[config.mk]
export PLATFORM = sky130hd
export DESIGN_NAME = lzss_compressed_size_scanner
export DESIGN_NICKNAME = d
export VERILOG_FILES = /design/src/rtl/lzcs_pkg.sv /design/src/rtl/lzcs_in_reg.sv /design/src/rtl/lzcs_scan.sv /design/src/rtl/lzcs_out_reg.sv /design/src/rtl/lzss_compressed_size_scanner.sv
export VERILOG_INCLUDE_DIRS = /design/src /design/src/rtl
export SDC_FILE = /design/constraint.sdc
export NUM_CORES = 1
export LEC_CHECK = 0
export BUFFER_PORTS_ARGS = -buffer_cell sky130_fd_sc_hd__buf_2
export CAP_MARGIN = 20
export CORE_ASPECT_RATIO = 0.5
export CORE_UTILIZATION = 55
export DETAILED_ROUTE_END_ITERATION = 7
export GPL_TIMING_DRIVEN = 0
export PLACE_DENSITY = 0.84
export SETUP_SLACK_MARGIN = 0.4
export SYNTH_ARGS = -nofsm -noshare
export SYNTH_HDL_FRONTEND = slang
export SYNTH_SLANG_ARGS = --single-unit
[constraint.sdc]
create_clock -name aclk -period 6.55 [get_ports aclk]
set_input_delay 1.31 -clock aclk [delete_from_list [all_inputs] [get_ports aclk]]
set_output_delay 1.31 -clock aclk [all_outputs]
set_load 0.05 [all_outputs]
[src/rtl/lzss_compressed_size_scanner_defines.svh]
// ----------------------------------------------------------------------------
// LZSS compressed-size scanner assertion macros
// Shared concurrent assertion forms used by the scanner RTL.
// ----------------------------------------------------------------------------
`ifndef LZSS_COMPRESSED_SIZE_SCANNER_DEFINES_SVH
`define LZSS_COMPRESSED_SIZE_SCANNER_DEFINES_SVH

// same-cycle implication, disabled while reset is asserted
`define LZCS_ASSERT_SAME(label, clk, rstn, ante, cons, msg) \
    label: assert property (@(posedge clk) disable iff (!(rstn)) (ante) |-> (cons)) \
        else $error(msg);

// next-cycle implication, disabled while reset is asserted
`define LZCS_ASSERT_NEXT(label, clk, rstn, ante, cons, msg) \
    label: assert property (@(posedge clk) disable iff (!(rstn)) (ante) |=> (cons)) \
        else $error(msg);

`endif

[src/rtl/lzcs_pkg.sv]
// ----------------------------------------------------------------------------
// lzcs_pkg
// Types and constants shared by the LZSS compressed-size scanner.
// ----------------------------------------------------------------------------
`timescale 1ns / 1ps

package lzcs_pkg;

    localparam int SIZE_W      = 25;
    localparam int COUNT_W     = SIZE_W + 1;
    localparam int DLIM_W      = 24;
    localparam int S_TDATA_W   = 8;
    localparam int S_TUSER_W   = 1;
    localparam int M_TDATA_W   = 56;

    localparam logic [SIZE_W-1:0]  LIMIT_RESET  = 25'h1FFFFFF;
    localparam logic [COUNT_W-1:0] HEADER_BYTES = 26'd4;
    localparam logic [3:0]         FLAG_BITS    = 4'd8;
    localparam logic [SIZE_W-1:0]  MIN_MATCH    = 25'd3;
    localparam logic [1:0]         HDR_LAST     = 2'd3;

    typedef struct packed {
        logic       start_req;
        logic [7:0] data_byte;
    } in_item_t;

    typedef struct packed {
        logic [SIZE_W-1:0] decoded_total;
        logic [SIZE_W-1:0] compressed_size;
    } result_t;

endpackage

[src/rtl/lzcs_in_reg.sv]
// ----------------------------------------------------------------------------
// lzcs_in_reg
// Input register stage; holds one byte transaction until the scan takes it.
// ----------------------------------------------------------------------------
`timescale 1ns / 1ps

module lzcs_in_reg (
    input  logic              aclk,
    input  logic              aresetn,
    input  logic              in_valid,
    output logic              in_ready,
    input  lzcs_pkg::in_item_t in_item,
    input  logic              advance,
    output logic              item_fire,
    output lzcs_pkg::in_item_t item
);
    import lzcs_pkg::*;

    logic     valid_reg;
    in_item_t item_reg;

    assign in_ready  = !valid_reg || advance;
    assign item_fire = valid_reg && advance;
    assign item      = item_reg;

    always_ff @(posedge aclk) begin
        if (!aresetn) begin
            valid_reg <= 1'b0;
        end else if (in_valid && in_ready) begin
            valid_reg <= 1'b1;
        end else if (advance) begin
            valid_reg <= 1'b0;
        end
    end

    always_ff @(posedge aclk) begin
        if (in_valid && in_ready) begin
            item_reg <= in_item;
        end
    end

endmodule

[src/rtl/lzcs_scan.sv]
// ----------------------------------------------------------------------------
// lzcs_scan
// Scan state and per-byte step logic: header, flag bytes, items, end test.
// ----------------------------------------------------------------------------
`timescale 1ns / 1ps

module lzcs_scan (
    input  logic                         aclk,
    input  logic                         aresetn,
    input  logic                         item_fire,
    input  lzcs_pkg::in_item_t           item,
    input  logic [lzcs_pkg::SIZE_W-1:0]  buffer_limit,
    output logic                         res_valid,
    output lzcs_pkg::result_t            res
);
    import lzcs_pkg::*;
    `include "lzss_compressed_size_scanner_defines.svh"

    typedef enum logic [2:0] {
        PH_IDLE,
        PH_HEAD,
        PH_FLAG,
        PH_ITEM,
        PH_SKIP
    } phase_t;

    phase_t              phase_reg,     phase_next;
    logic [1:0]          hdr_idx_reg,   hdr_idx_next;
    logic [DLIM_W-1:0]   dlim_reg,      dlim_next;
    logic [7:0]          flags_reg,     flags_next;
    logic [3:0]          bits_left_reg, bits_left_next;
    logic [COUNT_W-1:0]  bcount_reg,    bcount_next;
    logic [SIZE_W-1:0]   dcount_reg,    dcount_next;

    logic                test_end;
    logic                is_end;
    logic [COUNT_W-1:0]  rounded;
    logic [7:0]          b;

    assign b = item.data_byte;

    always_comb begin
        phase_next     = phase_reg;
        hdr_idx_next   = hdr_idx_reg;
        dlim_next      = dlim_reg;
        flags_next     = flags_reg;
        bits_left_next = bits_left_reg;
        bcount_next    = bcount_reg;
        dcount_next    = dcount_reg;
        test_end       = 1'b0;

        if (item.start_req) begin
            phase_next     = PH_HEAD;
            hdr_idx_next   = 2'd1;
            dlim_next      = '0;
            flags_next     = '0;
            bits_left_next = '0;
            bcount_next    = '0;
            dcount_next    = '0;
        end else begin
            unique case (phase_reg)
                PH_HEAD: begin
                    case (hdr_idx_reg)
                        2'd1:    dlim_next = dlim_reg | {16'd0, b};
                        2'd2:    dlim_next = dlim_reg | {8'd0, b, 8'd0};
                        2'd3:    dlim_next = dlim_reg | {b, 16'd0};
                        default: dlim_next = dlim_reg;
                    endcase
                    if (hdr_idx_reg == HDR_LAST) begin
                        hdr_idx_next = 2'd0;
                        bcount_next  = HEADER_BYTES;
                        phase_next   = PH_FLAG;
                        test_end     = 1'b1;
                    end else begin
                        hdr_idx_next = hdr_idx_reg + 2'd1;
                    end
                end
                PH_FLAG: begin
                    flags_next     = b;
                    bits_left_next = FLAG_BITS;
                    bcount_next    = bcount_reg + 26'd1;
                    phase_next     = PH_ITEM;
                    test_end       = 1'b1;
                end
                PH_ITEM: begin
                    flags_next     = {flags_reg[6:0], 1'b0};
                    bits_left_next = bits_left_reg - 4'd1;
                    test_end       = 1'b1;
                    if (flags_reg[7]) begin
                        dcount_next = dcount_reg + {21'd0, b[7:4]} + MIN_MATCH;
                        bcount_next = bcount_reg + 26'd2;
                        phase_next  = PH_SKIP;
                    end else begin
                        dcount_next = dcount_reg + 25'd1;
                        bcount_next = bcount_reg + 26'd1;
                        phase_next  = (bits_left_next != 4'd0) ? PH_ITEM : PH_FLAG;
                    end
                end
                PH_SKIP: begin
                    phase_next = (bits_left_reg != 4'd0) ? PH_ITEM : PH_FLAG;
                end
                default: begin
                    phase_next = phase_reg;
                end
            endcase
        end

        is_end = test_end &&
                 !((bcount_next < {1'b0, buffer_limit}) &&
                   (dcount_next < {1'b0, dlim_next}));
        if (is_end) begin
            phase_next = PH_IDLE;
        end
    end

    assign rounded = (bcount_next + 26'd3) & ~26'd3;

    always_comb begin
        res.decoded_total = dcount_next;
        if (rounded > {1'b0, buffer_limit}) begin
            res.compressed_size = buffer_limit;
        end else begin
            res.compressed_size = rounded[SIZE_W-1:0];
        end
    end

    assign res_valid = item_fire && is_end;

    always_ff @(posedge aclk) begin
        if (!aresetn) begin
            phase_reg     <= PH_IDLE;
            hdr_idx_reg   <= '0;
            dlim_reg      <= '0;
            flags_reg     <= '0;
            bits_left_reg <= '0;
            bcount_reg    <= '0;
            dcount_reg    <= '0;
        end else if (item_fire) begin
            phase_reg     <= phase_next;
            hdr_idx_reg   <= hdr_idx_next;
            dlim_reg      <= dlim_next;
            flags_reg     <= flags_next;
            bits_left_reg <= bits_left_next;
            bcount_reg    <= bcount_next;
            dcount_reg    <= dcount_next;
        end
    end

    `LZCS_ASSERT_NEXT(a_idle_after_result, aclk, aresetn, res_valid, phase_reg == PH_IDLE, "scan not idle after result")
    `LZCS_ASSERT_NEXT(a_start_clears, aclk, aresetn, item_fire && item.start_req, (phase_reg == PH_HEAD) && (bcount_reg == '0) && (dcount_reg == '0), "start did not restart scan")
    `LZCS_ASSERT_SAME(a_bcount_bound, aclk, aresetn, phase_reg != PH_IDLE, bcount_reg <= 26'h2000000, "byte count out of range")
    `LZCS_ASSERT_SAME(a_no_result_idle, aclk, aresetn, item_fire && !item.start_req && (phase_reg == PH_IDLE || phase_reg == PH_SKIP), !res_valid, "result from idle or skip byte")

endmodule

[src/rtl/lzcs_out_reg.sv]
// ----------------------------------------------------------------------------
// lzcs_out_reg
// Result register; holds one result transaction until the sink takes it.
// ----------------------------------------------------------------------------
`timescale 1ns / 1ps

module lzcs_out_reg (
    input  logic              aclk,
    input  logic              aresetn,
    input  logic              res_valid,
    input  lzcs_pkg::result_t res,
    output logic              advance,
    output logic              out_valid,
    input  logic              out_ready,
    output lzcs_pkg::result_t out_res
);
    import lzcs_pkg::*;

    logic    valid_reg;
    result_t res_reg;

    assign advance   = !valid_reg || out_ready;
    assign out_valid = valid_reg;
    assign out_res   = res_reg;

    always_ff @(posedge aclk) begin
        if (!aresetn) begin
            valid_reg <= 1'b0;
        end else if (res_valid) begin
            valid_reg <= 1'b1;
        end else if (out_ready) begin
            valid_reg <= 1'b0;
        end
    end

    always_ff @(posedge aclk) begin
        if (res_valid) begin
            res_reg <= res;
        end
    end

endmodule

[src/rtl/lzss_compressed_size_scanner.sv]
// ----------------------------------------------------------------------------
// lzss_compressed_size_scanner
// Scans a type-10 LZSS stream byte by byte and reports its compressed size.
// ----------------------------------------------------------------------------
//  channel | dir | contents
//  s_      | in  | tdata[7:0] data_byte, tuser[0] start_req
//  m_      | out | tdata[24:0] compressed_size, tdata[49:25] decoded_total
//  cfg_    | in  | data[24:0] buffer_limit
//
//  One byte per cycle while the m_ side is not stalled; results leave the result register.
//  The step logic runs between the input register and the result register.
//  Reset: synchronous, active low; buffer_limit returns to 0x1FFFFFF.
//  A stalled m_ side still lets one more byte into the input register.
// ----------------------------------------------------------------------------
`timescale 1ns / 1ps

module lzss_compressed_size_scanner (
    input  logic        aclk,
    input  logic        aresetn,
    input  logic        s_tvalid,
    output logic        s_tready,
    input  logic [7:0]  s_tdata,   // [7:0] data_byte
    input  logic [0:0]  s_tuser,   // [0] start_req
    output logic        m_tvalid,
    input  logic        m_tready,
    output logic [55:0] m_tdata,   // [24:0] compressed_size, [49:25] decoded_total
    input  logic        cfg_valid,
    output logic        cfg_ready,
    input  logic [24:0] cfg_data
);
    import lzcs_pkg::*;

    logic [SIZE_W-1:0] limit_reg;
    in_item_t          s_item;
    in_item_t          item;
    logic              item_fire;
    logic              advance;
    logic              res_valid;
    result_t           res;
    result_t           out_res;

    assign cfg_ready = 1'b1;

    always_ff @(posedge aclk) begin
        if (!aresetn) begin
            limit_reg <= LIMIT_RESET;
        end else if (cfg_valid && cfg_ready) begin
            limit_reg <= cfg_data;
        end
    end

    assign s_item.data_byte = s_tdata;
    assign s_item.start_req = s_tuser[0];

    lzcs_in_reg u_in_reg (
        .aclk      (aclk),
        .aresetn   (aresetn),
        .in_valid  (s_tvalid),
        .in_ready  (s_tready),
        .in_item   (s_item),
        .advance   (advance),
        .item_fire (item_fire),
        .item      (item)
    );

    lzcs_scan u_scan (
        .aclk         (aclk),
        .aresetn      (aresetn),
        .item_fire    (item_fire),
        .item         (item),
        .buffer_limit (limit_reg),
        .res_valid    (res_valid),
        .res          (res)
    );

    lzcs_out_reg u_out_reg (
        .aclk      (aclk),
        .aresetn   (aresetn),
        .res_valid (res_valid),
        .res       (res),
        .advance   (advance),
        .out_valid (m_tvalid),
        .out_ready (m_tready),
        .out_res   (out_res)
    );

    assign m_tdata = {6'd0, out_res.decoded_total, out_res.compressed_size};

endmodule
== Yosys cells after proc, flatten, opt, wreduce, memory -nomap -nowiden ==
Index checks and enable logic that the tools add are counted.
W data, S select, Z words.

* Register bits: 178
* Latch bits: 0
* RAM bits: 0
* Bits in read-only memories: 0
* Input bits: 39
* Output and inout bits: 59
* Word-level logic and storage cells: 90
* Memories kept: 0

* $add $sub $neg: 8
* $mul: 0
* Div/mod/pow operators: 0
* Order comparisons: 3
* Equality and inequality tests: 8
* Shift operators: 0
* Multiplexer cells: 32
* Bitwise logic cells: 3
* Reduce and logical (&&, ||, !) cells: 21

{| class="wikitable"
|+ Operators with widths
! cell !! number
|-
| $mux W25 || 4
|-
| $mux W26 || 3
|-
| $pmux W26 S3 || 1
|-
| $pmux W24 S3 || 1
|-
| $add A26 B2 Y26 const B || 2
|-
| $mux W24 || 2
|-
| $add A26 B1 Y26 const B || 1
|-
| $gt A26 B25 Y1 || 1
|-
| $lt A26 B25 Y1 || 1
|-
| $add A25 B1 Y25 const B || 1
|-
| $add A25 B2 Y25 const B || 1
|-
| $add A25 B4 Y25 || 1
|-
| $lt A25 B24 Y1 || 1
|-
| $or A24 B16 Y24 || 1
|-
| $or A24 B24 Y24 || 1
|-
| $or A24 B8 Y24 || 1
|-
| $pmux W8 S2 || 1
|-
| $mux W3 || 4
|-
| $pmux W3 S4 || 1
|-
| $mux W1 || 8
|-
| $mux W8 || 1
|-
| $pmux W4 S2 || 1
|-
| $reduce_bool A4 Y1 || 2
|-
| $eq A3 B2 Y1 const B || 2
|-
| other kinds (19) || 32
|}

== Depth between registers and ports, before layout ==
* Word-level depth: 11
* Mapped depth: 23

== Modules after synthesis ==
A second synthesis with hierarchy kept.

* Cells, all modules: 1361
* Area total of the unflattened synthesis: 12200.5 um^2

{| class="wikitable"
|+ Modules (own cells, without submodules)
! module !! instances !! cells each !! area an instance (um^2) !! sequential area each (um^2)
|-
| lzcs_scan || 1 || 1202 || 9345.2 || 1841.8
|-
| lzcs_out_reg || 1 || 54 || 1550.2 || 1521.5
|-
| lzss_compressed_size_scanner || 1 || 90 || 969.7 || 500.5
|-
| lzcs_in_reg || 1 || 15 || 335.3 || 290.3
|}

== Least setup slack after synthesis ==
OpenSTA, ideal clock, no wires.

* Path kind: flip-flop to flip-flop
* From: reg u_in_reg.item_reg (netlist bit u_in_reg.item[5])
* To: reg u_out_reg.res_reg (netlist bit u_out_reg.out_res[0]), enable pin
* Data arrival time: 5.703 ns
* Required time: 6.092 ns
* Setup slack: 0.389 ns
* Stages on the path, launching flop included: 22
* Buffers on the path: 0
* Path through: edfxtp_1 inv_1 ha_1 inv_1 ha_1 inv_1 fa_1 nor2b_1 o21a_1 o2111ai_1 nor3_1 nand3_1 nor2_1 xnor2_1 nor2_1 ha_1 a2111oi_0 o21ai_0 nor2_1 nand2_1 o311ai_0 nor2_1

{| class="wikitable"
|+ RTL lines
! what !! line !! source
|-
| from (decl) || lzcs_in_reg.sv:20 || <nowiki>in_item_t item_reg;</nowiki>
|-
| from (signal assigned) || lzcs_in_reg.sv:38 || <nowiki>item_reg <= in_item;</nowiki>
|-
| to (signal assigned) || lzcs_out_reg.sv:38 || <nowiki>res_reg <= res;</nowiki>
|-
| to (decl) || lzcs_out_reg.sv:20 || <nowiki>result_t res_reg;</nowiki>
|}

==> flow_summary_export.csv <==
group,metric,value,unit
status,status,"finished, final reports clean",
synthesis,async_flop_share,0,%
grt,gr-usage-all-layers,35.1,%
synthesis,synth.area.top_cells,"dfxtp_1 21%, edfxtp_1 15%, ha_1 9.4%, nand2_1 6.5%, a21oi_1 5.7%",
synthesis,synth.most_common_cell,"nand2_1",
grt,antenna_found_initial,0,
finish,largest_reg_flops,50,
worst_setup_path,cp-start-kind,"flop",
clock_tree,cts_buffers,17,
hold_path,hold_path_class,"flop to flop",
worst_setup_path,r2r_start,"u_scan.bcount_reg[8]$_SDFFE_PN0P_",
routing,drt_pass1_iterations,6,
worst_setup_path,ff2ff_setup_slack,0.49,ns
placement,port_buffers,88,
pwr,p_sw,0.680,mW
placement,dp.cells,1766,
sta,tightestPinTransition,1.01,ns
flow_run,drv_cap,0,
sta,skew,0.0113,ns
worst_setup_path,critPathCaptureType,"flop",
finish,syn_to_final_growth,15.3,%
synthesis,synth_top_area_share,20.5,%
pwr,p_comb_share,9.2,%
die,dieArea,0.0217,mm^2
sta,tns,0,ns
clock_tree,clk_pin_slew,0.08,ns
placement,hpwl,28200,um
grt,grt_pass1_wl,58700,um
finish,nets,1649,
sta,slew_viol_final,0,
sta,fin_crit,6.06,ns
sta,rsz0062_at_grt,"no",
pwr,p_leak,5.69,nW
synthesis,synth_edf_count,59,
hold_path,hold_depth,2,
grt,grt-ovfl-total,0,
die,die_y,105,um
clock_tree,ctsRootBufferMaster,"clkbuf_16",
sta,fin_crit_sh,92.4,%
synthesis,yosys_warnings,0,
routing,num_vias,11400,
clock_tree,cts.sinks,178,
die,die_w,207,um
routing,routed_wl,38000,um
die,row_count,37,
worst_setup_path,reg2regPathDepth,21,
pwr,peakVddDrop,0.000200,V
finish,ff_latch_area,0.00416,mm^2
hold_path,hp-start,"u_scan.dcount_reg[24]$_SDFFE_PN0P_",
routing,wl_met1,16100,um
worst_setup_path,slowest_delay,0.40,ns
pwr,p_clk_share,43.3,%
routing,top_layer,"met4",
finish,antenna-diode-count,0,
grt,grt_pass1_vias,10900,
routing,wl_per_cell,21.0,um
clock_tree,htreeDepth,4,
worst_setup_path,crit_fanout,10,
synthesis,synth_cells,1398,
synthesis,synth.largest_area_cell,"dfxtp_1",
worst_setup_path,crit_chain,"buf_2 -> nand4_4 -> or3_1 -> clkbuf_1 -> or3_1 -> a32o_1 -> a311oi_4 -> buf_4 -> nand4bb_4 -> or2_2 -> a211o_1 -> ha_1 -> nand4_1 -> nor4_4 -> o21ai_0 -> a31o_2 -> a31oi_2 -> nor2_1 -> mux2i_4 -> buf_8 -> mux2_2",
die,start_util,56.3,%
hold_path,holdPathEnd,"u_scan.dcount_reg[24]$_SDFFE_PN0P_",
routing,vias_per_cell,6.33,
routing,wl_met2,17000,um
pwr,p_int,1.79,mW
finish,drive_gt1_share,17.5,%
synthesis,netlist_top_cells_count,"201 x nand2_1, 141 x nor2_1, 131 x a21oi_1",
finish,final_util,64.9,%
synthesis,netlist-cell-type-count,83,
routing,ant_nets,0,
pwr,power,2.47,mW
sta,slew_headroom,32.7,%
sta,max_freq,165,MHz
routing,wl_met3,3620,um
synthesis,synthFlopType,"dfxtp_1",
grt,grt_max_degree,21,
placement,place.gp.congestion,0.989,
worst_setup_path,path_class,"flop to flop",
worst_setup_path,r2r-end,"u_out_reg.out_res[16]$_DFFE_PP_",
finish,multi_input_area,0.00704,mm^2
synthesis,seq_area_frac_synth,35.8,%
worst_setup_path,cpMostUsedCell,"or3_1",
finish,num-fill-cells,1699,
routing,drc_errors,0,
die,core,0.0206,mm^2
finish,layoutNonFillerInstCount,1808,
synthesis,postSynthAreaPerCell,8.30,um^2
synthesis,syn_area,0.0116,mm^2
sta,hold_viol,0,
clock_tree,cts_tree,"built",
worst_setup_path,cp.arrival,6.27,ns
synthesis,ys_ff_latch,178,
sta,setup_viol,0,
worst_setup_path,cp_slowest_cell,"nor4_4",
pwr,seq_power_share,47.5,%
worst_setup_path,required,6.76,ns
pwr,power_per_cell_area,185,mW/mm^2
routing,drtIter0Drc,1411,
clock_tree,clock_path_buffers,2,
die,ios,98,
pwr,switching_share,27.5,%
clock_tree,worstSkewPairLatency,0.47,ns
## stage by stage
stage	area, um^2	worst slack (ns)	hold slack, ns
floorplan	11600	1.21	0.449
global placement	12400	-1.14	0.462
detailed placement	12500	-0.714	0.464
CTS	13200	0.392	0.475
global route	13400	0.375	0.499
finish	13400	0.495	0.478
## timing repair
item                                   CTS  global route
hold buffers                             0             0
endpoints found under the hold margin    0             0
gates resized for setup                 25            48
buffers inserted                         4             6
pin swaps                                3             4
setup endpoints to repair               79            63
## worst max-delay path: cells and delay by family (launching register included)
family	cells	cell delay [ns]
and+or+nand+nor	8	2.15
AOI/OAI and AO/OA	6	1.52
buffers and inverters	4	0.80
muxes	2	0.71
adders and majority gates	1	0.32
DFF	1	0.31
## cell usage in the layout, fill, tap and decap left out, types with 40 or more instances in the layout
cell      Yosys  layout
a21oi_1     131     129
buf_2        12     103
clkbuf_1     53      40
dfxtp_1     119     112
edfxtp_1     59      59
ha_1         87      85
inv_1        57      57
nand2_1     201     201
nor2_1      141     137
o21ai_0      42      42
## worst max-delay path by stage
stage	start	to	cells after the start	slack [ns]
3_5_place_dp	u_scan.hdr_idx_reg[1]$_SDFFE_PN0P_	u_out_reg.out_res[16]$_DFFE_PP_	20	-0.71
5_1_grt	u_scan.bcount_reg[8]$_SDFFE_PN0P_	u_out_reg.out_res[14]$_DFFE_PP_	21	0.37
2_1_floorplan	u_in_reg.item[5]$_DFFE_PP_	u_out_reg.out_res[0]$_SDFFCE_PP0P_	21	1.21
6_report	u_scan.bcount_reg[8]$_SDFFE_PN0P_	u_out_reg.out_res[16]$_DFFE_PP_	21	0.49
3_3_place_gp	u_scan.phase_reg[2]$_SDFFE_PN0P_	u_out_reg.out_res[10]$_DFFE_PP_	18	-1.14
4_1_cts	u_scan.bcount_reg[1]$_SDFFE_PN0P_	u_out_reg.out_res[16]$_DFFE_PP_	19	0.39
## final cells by class
class	instances	area share, %
multi-input cells	1075	52.7
flip-flops and latches	178	31.1
repair buffers	100	4.27
clock buffers	19	3.47
plain buffers	92	3.24
well taps	273	2.55
inverters	58	1.63
clock inverters	13	1.05
## routing by layer
| metal | vias to the layer above | GRT usage [%] |
|---|---|---|
| met4 | 0 | 17.8 |
| met5 | - | 0 |
| li1 | 5298 | - |
| met1 | 5435 | 45.5 |
| met2 | 604 | 55.1 |
| met3 | 100 | 8.12 |
## power groups by stage
| stage | sequential (mW) | combinational, mW | clock, mW |
|---|---|---|---|
| 2_1_floorplan | 1.19 | 0.140 | 0 |
| 3_3_place_gp | 1.20 | 0.208 | 0 |
| 3_5_place_dp | 1.20 | 0.215 | 0 |
| 4_1_cts | 1.17 | 0.218 | 1.08 |
| 5_1_grt | 1.17 | 0.245 | 1.12 |
| 6_report | 1.17 | 0.227 | 1.07 |
## logic make-up (layout without fill, tap and decap cells)
kind of cell / after synthesis / in the layout / synth area share (%)
flops: 178 / 178 / 35.8
buf+inv: 150 / 282 / 5.37
fa+ha+maj: 88 / 88 / 9.56
simple gates: 543 / 543 / 22.2
mux: 39 / 39 / 3.84
other cells: 2 / 7 / 0.0647
compound gates: 361 / 361 / 20.3
xor+xnor: 37 / 37 / 2.79
(Power assumes the default switching activity.)
